===== src/hw/rtl/ccrc_pkg.sv =====
package ccrc_pkg;

  // Reflected CRC-32 constants.
  localparam logic [31:0] CRC_POLY = 32'hEDB88320;
  localparam logic [31:0] CRC_ONES = 32'hFFFFFFFF;

  // Chunk length register: field width, reset value and default limit.
  localparam int CHUNK_LEN_W     = 13;
  localparam int CHUNK_LEN_RESET = 4;
  localparam int MAX_CHUNK_LEN   = 4096;

  // Configuration address map.
  localparam int               CFG_ADDR_W    = 2;
  localparam logic [CFG_ADDR_W-1:0] REG_CHUNK_LEN = 2'd0;

  // Depth of the queue between front and back.
  localparam int QUEUE_DEPTH = 4;

  // Input word.
  typedef struct packed {
    logic [7:0] data_byte;
    logic       message_end;
  } in_word_t;

  // Result word.
  typedef struct packed {
    logic [31:0] chunk_crc;
    logic        final_chunk;
  } out_word_t;

  // Classified byte handed from front to back.
  typedef struct packed {
    logic [7:0] data_byte;
    logic       close;
    logic       last;
  } q_entry_t;

  // Handshake status from the queue towards the back.
  typedef struct packed {
    logic     not_empty;
    q_entry_t head;
  } q_status_t;

  // One entry of the byte-wise CRC table, formed from the polynomial by
  // eight conditional shifts.
  function automatic logic [31:0] crc_lut_entry(input logic [7:0] idx);
    logic [31:0] c;
    c = {24'h0, idx};
    for (int k = 0; k < 8; k++) begin
      c = c[0] ? (CRC_POLY ^ (c >> 1)) : (c >> 1);
    end
    return c;
  endfunction

  // Fold one byte into the running CRC register.
  function automatic logic [31:0] crc_add_byte(input logic [31:0] crc,
                                               input logic [7:0]  data);
    return crc_lut_entry(crc[7:0] ^ data) ^ {8'h00, crc[31:8]};
  endfunction

endpackage


===== src/hw/rtl/ccrc_front.sv =====
module ccrc_front #(
  parameter int MaxChunkLen = ccrc_pkg::MAX_CHUNK_LEN
) (
  input  logic                            clk,
  input  logic                            rst_n,
  // Configuration port
  input  logic                            psel,
  input  logic                            penable,
  input  logic                            pwrite,
  input  logic [ccrc_pkg::CFG_ADDR_W-1:0] paddr,
  input  logic [31:0]                     pwdata,
  output logic [31:0]                     prdata,
  output logic                            pready,
  // Input channel
  input  logic                            in_valid,
  output logic                            in_stall,
  input  ccrc_pkg::in_word_t              in_data,
  // Towards the queue
  input  logic                            q_full,
  output logic                            q_push,
  output ccrc_pkg::q_entry_t              q_entry
);

  localparam int LEN_W = $clog2(MaxChunkLen + 1);
  localparam int RESET_LEN = (ccrc_pkg::CHUNK_LEN_RESET > MaxChunkLen) ?
                             MaxChunkLen : ccrc_pkg::CHUNK_LEN_RESET;

  logic [LEN_W-1:0] chunk_len_r, chunk_len_nxt;
  logic [LEN_W-1:0] count_r, count_nxt;
  logic [LEN_W:0]   count_inc;
  logic [ccrc_pkg::CHUNK_LEN_W-1:0] wr_len;
  logic             cfg_wr;
  logic             close;

  // Register write: a length of zero becomes one, large values saturate.
  assign pready = 1'b1;
  assign cfg_wr = psel && penable && pwrite && pready &&
                  (paddr == ccrc_pkg::REG_CHUNK_LEN);
  assign wr_len = pwdata[ccrc_pkg::CHUNK_LEN_W-1:0];

  always_comb begin
    chunk_len_nxt = chunk_len_r;
    if (cfg_wr) begin
      if (wr_len == '0) begin
        chunk_len_nxt = LEN_W'(1);
      end else if (32'(wr_len) > 32'(MaxChunkLen)) begin
        chunk_len_nxt = LEN_W'(MaxChunkLen);
      end else begin
        chunk_len_nxt = LEN_W'(wr_len);
      end
    end
  end

  assign prdata = 32'(chunk_len_r);

  // Classify each accepted byte: it closes the chunk when the message ends
  // or the chunk has reached its length.
  assign in_stall  = q_full;
  assign q_push    = in_valid && !q_full;
  assign count_inc = {1'b0, count_r} + (LEN_W+1)'(1);
  assign close     = in_data.message_end || (count_inc >= {1'b0, chunk_len_r});

  assign q_entry.data_byte = in_data.data_byte;
  assign q_entry.close     = close;
  assign q_entry.last      = in_data.message_end;

  always_comb begin
    count_nxt = count_r;
    if (q_push) begin
      count_nxt = close ? '0 : count_inc[LEN_W-1:0];
    end
  end

  always_ff @(posedge clk) begin
    if (!rst_n) begin
      chunk_len_r <= LEN_W'(RESET_LEN);
      count_r     <= '0;
    end else begin
      chunk_len_r <= chunk_len_nxt;
      count_r     <= count_nxt;
    end
  end

endmodule


===== src/hw/rtl/ccrc_queue.sv =====
module ccrc_queue (
  input  logic                  clk,
  input  logic                  rst_n,
  input  logic                  push,
  input  ccrc_pkg::q_entry_t    push_entry,
  output logic                  full,
  input  logic                  pop,
  output ccrc_pkg::q_status_t   status
);

  localparam int PTR_W = $clog2(ccrc_pkg::QUEUE_DEPTH);
  localparam int CNT_W = $clog2(ccrc_pkg::QUEUE_DEPTH + 1);

  ccrc_pkg::q_entry_t slots_r [ccrc_pkg::QUEUE_DEPTH];
  logic [PTR_W-1:0] wr_ptr_r, wr_ptr_nxt;
  logic [PTR_W-1:0] rd_ptr_r, rd_ptr_nxt;
  logic [CNT_W-1:0] fill_r, fill_nxt;

  assign full             = (fill_r == CNT_W'(ccrc_pkg::QUEUE_DEPTH));
  assign status.not_empty = (fill_r != '0);
  assign status.head      = slots_r[rd_ptr_r];

  // Pointer and fill count bookkeeping; pointers wrap at the depth.
  always_comb begin
    wr_ptr_nxt = wr_ptr_r;
    rd_ptr_nxt = rd_ptr_r;
    fill_nxt   = fill_r;
    if (push) begin
      wr_ptr_nxt = (wr_ptr_r == PTR_W'(ccrc_pkg::QUEUE_DEPTH - 1)) ? '0 :
                   wr_ptr_r + PTR_W'(1);
    end
    if (pop) begin
      rd_ptr_nxt = (rd_ptr_r == PTR_W'(ccrc_pkg::QUEUE_DEPTH - 1)) ? '0 :
                   rd_ptr_r + PTR_W'(1);
    end
    if (push && !pop) begin
      fill_nxt = fill_r + CNT_W'(1);
    end else if (pop && !push) begin
      fill_nxt = fill_r - CNT_W'(1);
    end
  end

  always_ff @(posedge clk) begin
    if (!rst_n) begin
      wr_ptr_r <= '0;
      rd_ptr_r <= '0;
      fill_r   <= '0;
    end else begin
      wr_ptr_r <= wr_ptr_nxt;
      rd_ptr_r <= rd_ptr_nxt;
      fill_r   <= fill_nxt;
    end
  end

  // Entry storage needs no reset.
  always_ff @(posedge clk) begin
    if (push) begin
      slots_r[wr_ptr_r] <= push_entry;
    end
  end

endmodule


===== src/hw/rtl/ccrc_back.sv =====
module ccrc_back (
  input  logic                 clk,
  input  logic                 rst_n,
  input  ccrc_pkg::q_status_t  q_status,
  output logic                 q_pop,
  output logic                 out_valid,
  input  logic                 out_stall,
  output ccrc_pkg::out_word_t  out_data
);

  logic [31:0]         crc_r, crc_nxt;
  logic [31:0]         crc_upd;
  logic                out_valid_r, out_valid_nxt;
  ccrc_pkg::out_word_t out_data_r;
  logic                out_free;

  // The output register frees up when empty or when its word is taken.
  assign out_free = !out_valid_r || !out_stall;

  // A byte that closes a chunk needs room in the output register.
  assign q_pop   = q_status.not_empty && (!q_status.head.close || out_free);
  assign crc_upd = ccrc_pkg::crc_add_byte(crc_r, q_status.head.data_byte);

  always_comb begin
    crc_nxt       = crc_r;
    out_valid_nxt = out_valid_r;
    if (out_free) begin
      out_valid_nxt = 1'b0;
    end
    if (q_pop) begin
      if (q_status.head.close) begin
        crc_nxt       = ccrc_pkg::CRC_ONES;
        out_valid_nxt = 1'b1;
      end else begin
        crc_nxt = crc_upd;
      end
    end
  end

  always_ff @(posedge clk) begin
    if (!rst_n) begin
      crc_r       <= ccrc_pkg::CRC_ONES;
      out_valid_r <= 1'b0;
    end else begin
      crc_r       <= crc_nxt;
      out_valid_r <= out_valid_nxt;
    end
  end

  // Result payload: inverted CRC of the closed chunk.
  always_ff @(posedge clk) begin
    if (q_pop && q_status.head.close) begin
      out_data_r.chunk_crc   <= crc_upd ^ ccrc_pkg::CRC_ONES;
      out_data_r.final_chunk <= q_status.head.last;
    end
  end

  assign out_valid = out_valid_r;
  assign out_data  = out_data_r;

endmodule


===== src/hw/rtl/chunked_crc32_stream.sv =====
// Channel  Direction  Handshake            Payload
// in_      input      in_valid / in_stall  in_data   (data_byte, message_end)
// out_     output     out_valid / out_stall out_data (chunk_crc, final_chunk)
// cfg      input      APB psel/penable     paddr, pwdata, prdata (chunk_len)
//
// One byte is accepted per cycle while in_stall is low; the back end folds one byte per cycle
// through a 256-entry CRC table while no closing byte waits on the result register, so
// without out_stall the sustained rate is one byte a cycle. A chunk's CRC reaches out_ through
// the queue and the result register. Under out_stall the back keeps folding bytes until a
// closing byte meets a full result register; the four-entry queue then fills and in_stall rises.
// Reset is synchronous on rst_n: chunk_len returns to four, queue and CRC clear.
module chunked_crc32_stream #(
  parameter int MaxChunkLen = ccrc_pkg::MAX_CHUNK_LEN
) (
  input  logic                            clk,
  input  logic                            rst_n,
  input  logic                            psel,
  input  logic                            penable,
  input  logic                            pwrite,
  input  logic [ccrc_pkg::CFG_ADDR_W-1:0] paddr,
  input  logic [31:0]                     pwdata,
  output logic [31:0]                     prdata,
  output logic                            pready,
  input  logic                            in_valid,
  output logic                            in_stall,
  input  ccrc_pkg::in_word_t              in_data,
  output logic                            out_valid,
  input  logic                            out_stall,
  output ccrc_pkg::out_word_t             out_data
);

  logic                q_push;
  logic                q_pop;
  logic                q_full;
  ccrc_pkg::q_entry_t  q_entry;
  ccrc_pkg::q_status_t q_status;

  // Front: register access and chunk boundary decisions.
  ccrc_front #(
    .MaxChunkLen(MaxChunkLen)
  ) u_front (
    .clk      (clk),
    .rst_n    (rst_n),
    .psel     (psel),
    .penable  (penable),
    .pwrite   (pwrite),
    .paddr    (paddr),
    .pwdata   (pwdata),
    .prdata   (prdata),
    .pready   (pready),
    .in_valid (in_valid),
    .in_stall (in_stall),
    .in_data  (in_data),
    .q_full   (q_full),
    .q_push   (q_push),
    .q_entry  (q_entry)
  );

  // Queue between the two halves.
  ccrc_queue u_queue (
    .clk        (clk),
    .rst_n      (rst_n),
    .push       (q_push),
    .push_entry (q_entry),
    .full       (q_full),
    .pop        (q_pop),
    .status     (q_status)
  );

  // Back: CRC update and result register.
  ccrc_back u_back (
    .clk       (clk),
    .rst_n     (rst_n),
    .q_status  (q_status),
    .q_pop     (q_pop),
    .out_valid (out_valid),
    .out_stall (out_stall),
    .out_data  (out_data)
  );

endmodule


===== config.mk =====
export PLATFORM = sky130hd
export DESIGN_NAME = chunked_crc32_stream
export DESIGN_NICKNAME = d
export VERILOG_FILES = /design/src/hw/rtl/ccrc_pkg.sv /design/src/hw/rtl/ccrc_front.sv /design/src/hw/rtl/ccrc_queue.sv /design/src/hw/rtl/ccrc_back.sv /design/src/hw/rtl/chunked_crc32_stream.sv
export SDC_FILE = /design/constraint.sdc
export NUM_CORES = 1
export LEC_CHECK = 0
export BUFFER_PORTS_ARGS = -buffer_cell sky130_fd_sc_hd__buf_2
export CORE_MARGIN = 3
export CORE_UTILIZATION = 30
export DETAILED_ROUTE_END_ITERATION = 12
export PLACE_DENSITY = 0.44
export SYNTH_ARGS = -nofsm -noshare
export SYNTH_HDL_FRONTEND = slang
export SYNTH_HIERARCHICAL = 1
export SYNTH_SLANG_ARGS = --single-unit

===== constraint.sdc =====
create_clock -name clk -period 8 [get_ports clk]
set_input_delay 1.2 -clock clk [delete_from_list [all_inputs] [get_ports clk]]
set_output_delay 1.2 -clock clk [all_outputs]
set_load 0.01 [all_outputs]

==> impl_metrics.py, run 1 <==
metrics = {
    "status": {
        "outcome": "finished clean",
    },
    "routing": {
        "routed_via_density": 4.55,
        "first_iter_violations": 180,
        "wl_per_cell_um": 15.2,
        "vias": 4033,
        "drtAntennaViolNets": 0,
        "drc": 0,
        "totalWireLength_mm": 13.5,
        "dr.pass1.iters": 4,
    },
    "clocking": {
        "cts_tree": "done",
        "cts_resized": 0,
        "cts_setup_buffers": 0,
        "clkLatencyLatePin_ns": 0.41,
        "holdBufCountCts": 0,
        "clockRootBuffer": "clkbuf_16",
        "clock_path_buffers": 2,
        "numCtsBuffers": 17,
        "h-tree-depth": 4,
        "clk_pin_slew_worst_paths_ns": 0.06,
        "numClockSinks": 141,
    },
    "place": {
        "port_buffers": 78,
        "dpl_cell_area_sq_um": 7060,
        "gp_congestion": 0.780,
        "dp_hpwl_mm": 9.82,
    },
    "global_routing": {
        "gr-total-overflow": 0,
        "grt_pass1_vias": 3957,
        "grt_pass1_wl_mm": 21.6,
        "grt_antenna_before_repair": 2,
        "grt_use_total_pct": 11.7,
        "grt_max_degree": 53,
    },
    "critical_path": {
        "crit_arrival_ns": 3.38,
        "path_max_fanout": 16,
        "crit_start": "u_front/count_r[2]",
        "rr_startpoint": "u_front/count_r[2]",
        "end_kind": "flip-flop",
        "cp.required_ns": 8.12,
        "critPathLaunchType": "flip-flop",
        "criticalPathCategory": "reg2reg",
    },
    "layout": {
        "mostFrequentLayoutCell": "buf_2",
        "fillers": 2118,
        "most-common-layout-cells": "78 x buf_2, 73 x edfxtp_1, 68 x dfxtp_1, 53 x xnor2_1, 34 x nand2_1",
        "final_cell_area_sq_um": 7620,
        "area_growth_pct": 16.6,
        "final_nets": 670,
        "antenna_cells": 0,
        "multi_input_area_sq_um": 2670,
        "drive_gt1_share_pct": 22.5,
        "seq_area_sq_um": 3550,
    },
    "sta": {
        "rsz0062_at_grt": "false",
        "setup_tns_ns": 0,
        "setup_viol": 0,
        "hold_violations": 0,
        "skew_ns": 0.00763,
        "max_slew_margin_pct": 25.8,
        "report.final.slew_viol_count": 0,
        "tightest_slew_ns": 1.11,
        "finalCritPeriodShare_pct": 40.8,
        "max_freq_mhz": 306,
        "min_period_ns": 3.26,
    },
    "logic_synthesis": {
        "synth_edf_count": 73,
        "ys_ff_latch": 141,
        "syn_avg_cell_area_sq_um": 12.4,
        "ys.flop_type": "edfxtp_1",
        "netlist_area_sq_um": 6540,
        "synthDistinctLibCells": 56,
        "ys_async_sr_fraction_pct": 0,
        "yosysSeqAreaShare_pct": 54.4,
        "postSynthCellCount": 528,
        "synth_warnings": 6,
    },
    "min_path": {
        "hp-start": "u_back/crc_r[15]",
        "hold_path_class": "reg2reg",
    },
    "power": {
        "ir_drop_mv": 0.315,
        "p_per_area_nw_per_um2": 524,
        "p_leak_nw": 2.89,
    },
    "floorplanning": {
        "coreArea_sq_um": 21200,
        "dieWidth_um": 154,
        "ios": 118,
        "dieHeight_um": 154,
        "die-area_sq_um": 23600,
        "start_util_pct": 30.8,
        "rows": 53,
    },
    "flow_run": {
        "max_cap_violations": 0,
    },
}
per-layer routing:
layer	global-route usage (%)	wire, um	up-vias
li1	-	-	1978
met1	15.6	6440	1949
met2	18.1	6230	88
met3	3.74	659	14
met4	3.87	153	4
met5	0	21	-
final cells by class:
class,instances,area share [%]
Multi-Input combinational cell,336,35.0
Clock buffer,17,5.58
Sequential cell,141,46.6
Inverter,23,1.13
Clock inverter,15,1.79
Timing Repair Buffer,80,5.32
Tap cell,275,4.52
final timing paths:
kind,endpoint,slack [ns],cells after the start
hold reg to reg,u_back/crc_r[15],0.49,2
setup / recovery,u_queue/slots_r[2][1],4.74,10
setup reg to reg,u_queue/slots_r[2][1],4.74,10
hold / removal,u_back/crc_r[15],0.49,2
flip-flops by register name, indices dropped and copies added (netlist names), named ones only:
register             flops
u_queue/fill_r           3
u_front/chunk_len_r     13
u_queue/rd_ptr_r         2
u_queue/wr_ptr_r         2
u_back/out_valid         1
u_back/crc_r            32
u_back/out_data         33
u_front/count_r         13
u_queue/slots_r         40
through the flow:
stage / util, % / worst slack, ns / power [W] / cells / hold slack [ns]
2_1_floorplan: - / 4.28 / 0.00273 / 546 / 0.458
3_3_place_gp: 33.3 / 4.72 / 0.00328 / 855 / 0.469
3_5_place_dp: 33.3 / 4.71 / 0.00330 / 855 / 0.480
4_1_cts: 35.9 / 4.71 / 0.00407 / 887 / 0.495
5_1_grt: 35.9 / 4.46 / 0.00427 / 887 / 0.506
6_report: 35.9 / 4.74 / 0.00399 / 887 / 0.492
Yosys cell counts, types with 3 or more instances:
| cell type | number | area share, % |
|---|---|---|
| nor2b_1 | 22 | 2.1 |
| o21ai_0 | 5 | 0.38 |
| o211ai_1 | 17 | 2.0 |
| nor2_1 | 11 | 0.63 |
| xor2_1 | 18 | 2.4 |
| clkbuf_1 | 10 | 0.57 |
| a31oi_1 | 3 | 0.29 |
| o21ai_1 | 7 | 0.54 |
| and2_1 | 9 | 0.86 |
| ha_1 | 20 | 3.8 |
| mux2i_1 | 7 | 1.1 |
| mux4_2 | 10 | 3.4 |
| nand3_1 | 12 | 0.92 |
| nand2_1 | 34 | 2.0 |
| dfxtp_1 | 68 | 21 |
| xnor2_2 | 7 | 1.7 |
| nor3b_1 | 3 | 0.34 |
| inv_1 | 23 | 1.3 |
| nor4_1 | 3 | 0.29 |
| nand4_1 | 4 | 0.38 |
| buf_4 | 31 | 3.6 |
| xnor2_1 | 53 | 7.1 |
| a21oi_1 | 22 | 1.7 |
| a32o_1 | 7 | 1.1 |
| edfxtp_1 | 73 | 34 |
| a22oi_1 | 8 | 0.92 |
cell families after synthesis:
| kind of cell | count (synthesis) | synth area share [%] |
|---|---|---|
| AO/OA/AOI/OAI | 85 | 9.17 |
| XOR/XNOR | 81 | 12.4 |
| adder cells (fa/ha/maj) | 22 | 4.29 |
| buffers and inverters | 69 | 6.01 |
| flip-flops | 141 | 54.4 |
| multiplexers | 17 | 4.52 |
| other | 2 | 0.115 |
| AND/OR/NAND/NOR | 111 | 9.09 |
power breakdown:
part / total [W] / internal (W) / switching (W)
sequential: 0.00124 / 0.00115 / 0.0000949
combinational: 0.00200 / 0.000805 / 0.00120
clock: 0.000752 / 0.000433 / 0.000319
total: 0.00399 / 0.00238 / 0.00161
worst max-delay path: stages, from the launching register on:
cell	delay, ns
dfxtp_1	0.43
and3_4	0.26
and4_1	0.27
nand2_1	0.09
and2_1	0.17
or2_2	0.29
ha_1	0.31
a211oi_1	0.24
a21oi_1	0.13
a211oi_4	0.59
inv_1	0.18
(Power assumes the default switching activity.)
==> run 2, diff against run 1 <==
--- a/config.mk
+++ b/config.mk
@@ -9,7 +9,7 @@
 export CORE_MARGIN = 3
 export CORE_UTILIZATION = 30
 export DETAILED_ROUTE_END_ITERATION = 12
-export PLACE_DENSITY = 0.44
+export PLACE_DENSITY = 0.46
 export SYNTH_ARGS = -nofsm -noshare
 export SYNTH_HDL_FRONTEND = slang
 export SYNTH_HIERARCHICAL = 1
==> constraint.sdc (replaced) <==
create_clock -name clk -period 2.8 [get_ports clk]
set_input_delay 0.42 -clock clk [delete_from_list [all_inputs] [get_ports clk]]
set_output_delay 0.42 -clock clk [all_outputs]
set_load 0.01 [all_outputs]
==> run 2 against run 1 <==
Compared with the run above:
- total power grew to 3.0 times the previous value
- final cell count grew 3.6%
- clock power grew to 3.0 times the previous value
- sequential share of layout area shrank 2.2 points
- cell area grew 5.1%
- clock skew grew 0.0017 ns
- routed wire length grew 1.3%
- flip-flop and latch count is the same
- sequential power grew to 2.8 times the previous value
- die area is the same
- critical path depth grew 2
- largest power group unchanged
==> impl_metrics.py, run 2 (same netlist as run 1, synthesis figures left out) <==
metrics = {
    "place": {
        "dp_cells": 884,
        "dp_hpwl_mm": 10.1,
        "gp_congestion": 0.770,
        "place_ws_ns": 0.0352,
        "port_buffers": 78,
    },
    "power": {
        "p_leak_nw": 3.10,
        "ir_drop_mv": 0.769,
        "p_per_area_nw_per_um2": 1500,
        "power.total_w": 0.0120,
    },
    "global_routing": {
        "grt_antenna_before_repair": 2,
        "grt_pass1_wl_mm": 22.2,
        "grt_pass1_vias": 4114,
        "grt_max_degree": 53,
        "gr-total-overflow": 0,
        "grt_use_total_pct": 11.9,
    },
    "status": {
        "outcome": "finished clean",
    },
    "routing": {
        "vias": 4158,
        "wl_per_cell_um": 14.9,
        "first_iter_violations": 236,
        "drc": 0,
        "totalWireLength_mm": 13.7,
        "dr.pass1.iters": 4,
        "drtAntennaViolNets": 0,
        "routed_via_density": 4.52,
    },
    "critical_path": {
        "crit_path_frequent_cell": "and3_4",
        "critPathBufInv": 3,
        "slowest_stage": "dfxtp_4",
        "slowest_delay_ns": 0.34,
        "cp.required_ns": 2.96,
        "cp_cell_sequence": "and3_4 -> buf_4 -> and3_4 -> nor2b_1 -> or2_2 -> ha_1 -> a211o_1 -> o211ai_2 -> a21oi_2 -> a211oi_4 -> buf_12 -> inv_1",
        "end_kind": "flip-flop",
        "path_max_fanout": 8,
        "crit_arrival_ns": 2.80,
        "critPathLaunchType": "flip-flop",
        "criticalPathCategory": "reg2reg",
        "critPathTopFamily": "simple AND/OR/NAND/NOR gates",
    },
    "sta": {
        "timing.final.ws_setup_ns": 0.162,
        "max_slew_margin_pct": 59.5,
        "min_period_ns": 2.64,
        "setup_viol": 0,
        "skew_ns": 0.00929,
        "setup_tns_ns": 0,
        "finalCritPeriodShare_pct": 94.2,
        "report.final.slew_viol_count": 0,
        "rsz0062_at_grt": "true",
        "hold_violations": 0,
        "tightest_slew_ns": 0.608,
        "max_freq_mhz": 379,
    },
    "clocking": {
        "h-tree-depth": 4,
        "clockRootBuffer": "clkbuf_16",
        "clkLatencyLatePin_ns": 0.41,
        "clock_path_buffers": 2,
        "cts_tree": "done",
        "numCtsBuffers": 17,
        "numClockSinks": 141,
        "clk_pin_slew_worst_paths_ns": 0.06,
        "holdBufCountCts": 0,
    },
    "flow_run": {
        "max_cap_violations": 0,
    },
    "layout": {
        "mostFrequentLayoutCell": "buf_2",
        "most-common-layout-cells": "78 x buf_2, 73 x edfxtp_1, 64 x dfxtp_1, 51 x xnor2_1, 34 x nand2_1",
        "largest_reg_flops": 40,
        "fillers": 2081,
        "final_util_pct": 37.7,
        "area_growth_pct": 22.5,
        "seq_area_sq_um": 3560,
        "antenna_cells": 0,
        "drive_gt1_share_pct": 28.4,
        "finalNonFillerCells": 919,
        "multi_input_area_sq_um": 2730,
        "regMostFlops": "u_queue/slots_r",
        "final_nets": 702,
    },
    "min_path": {
        "hold_path_class": "in2reg",
    },
    "floorplanning": {
        "rows": 53,
        "start_util_pct": 30.8,
        "dieHeight_um": 154,
        "dieWidth_um": 154,
        "ios": 118,
        "coreArea_sq_um": 21200,
        "die-area_sq_um": 23600,
    },
}
-- run 2: timing repair --
action / in CTS / in global routing
gates resized for setup: 0 / 11
buffers inserted: 0 / 2
setup endpoints to repair: 0 / 19
-- run 2: final timing paths --
| check | from | end | slack (ns) | cells past startpoint |
|---|---|---|---|---|
| min reg2reg | u_front/count_r[0] | u_front/count_r[0] | 0.47 | 1 |
| min | in_data[8] | u_queue/slots_r[2][9] | 0.22 | 1 |
| max | u_front/count_r[2] | u_queue/slots_r[1][1] | 0.16 | 12 |
| max reg2reg | u_front/count_r[2] | u_queue/slots_r[1][1] | 0.16 | 12 |
-- run 2: per-stage QoR --
step                      area [sq um]  hold WS (ns)
after floorplan                   6620         0.458
after global placement            7310         0.474
after detailed placement          7310         0.480
after CTS                         7920         0.204
after global routing              8010         0.213
final                             8010         0.223
-- run 2: per-layer routing --
metal  up-vias  GRT usage, %  part of all wire [%]
met3        17          3.10                   4.5
met2        89          18.6                    46
met1      1997          16.1                    47
met5         -             0                  0.10
met4         4          4.04                   1.6
li1       2051             -                     -
-- run 2: cell type report --
cell class / instances / share of cell area (%)
well taps: 275 / 4.30
repair buffers: 112 / 8.60
flip-flops and latches: 141 / 44.5
inverters: 23 / 1.08
clock buffers: 21 / 5.89
clock inverters: 11 / 1.61
multi-input cells: 336 / 34.0
-- run 2: worst reg2reg max path: cells and delay by family (launching register included) --
family | cells | cell delay [ns]
compound gates | 4 | 0.70
fa+ha+maj | 1 | 0.18
buf+inv | 3 | 0.38
flops | 1 | 0.34
simple gates | 4 | 0.79
-- run 2: power by group --
group | internal, W | switching, W
Combinational | 0.00274 | 0.00349
Sequential | 0.00327 | 0.000216
Clock | 0.00140 | 0.000869
Total | 0.00740 | 0.00457
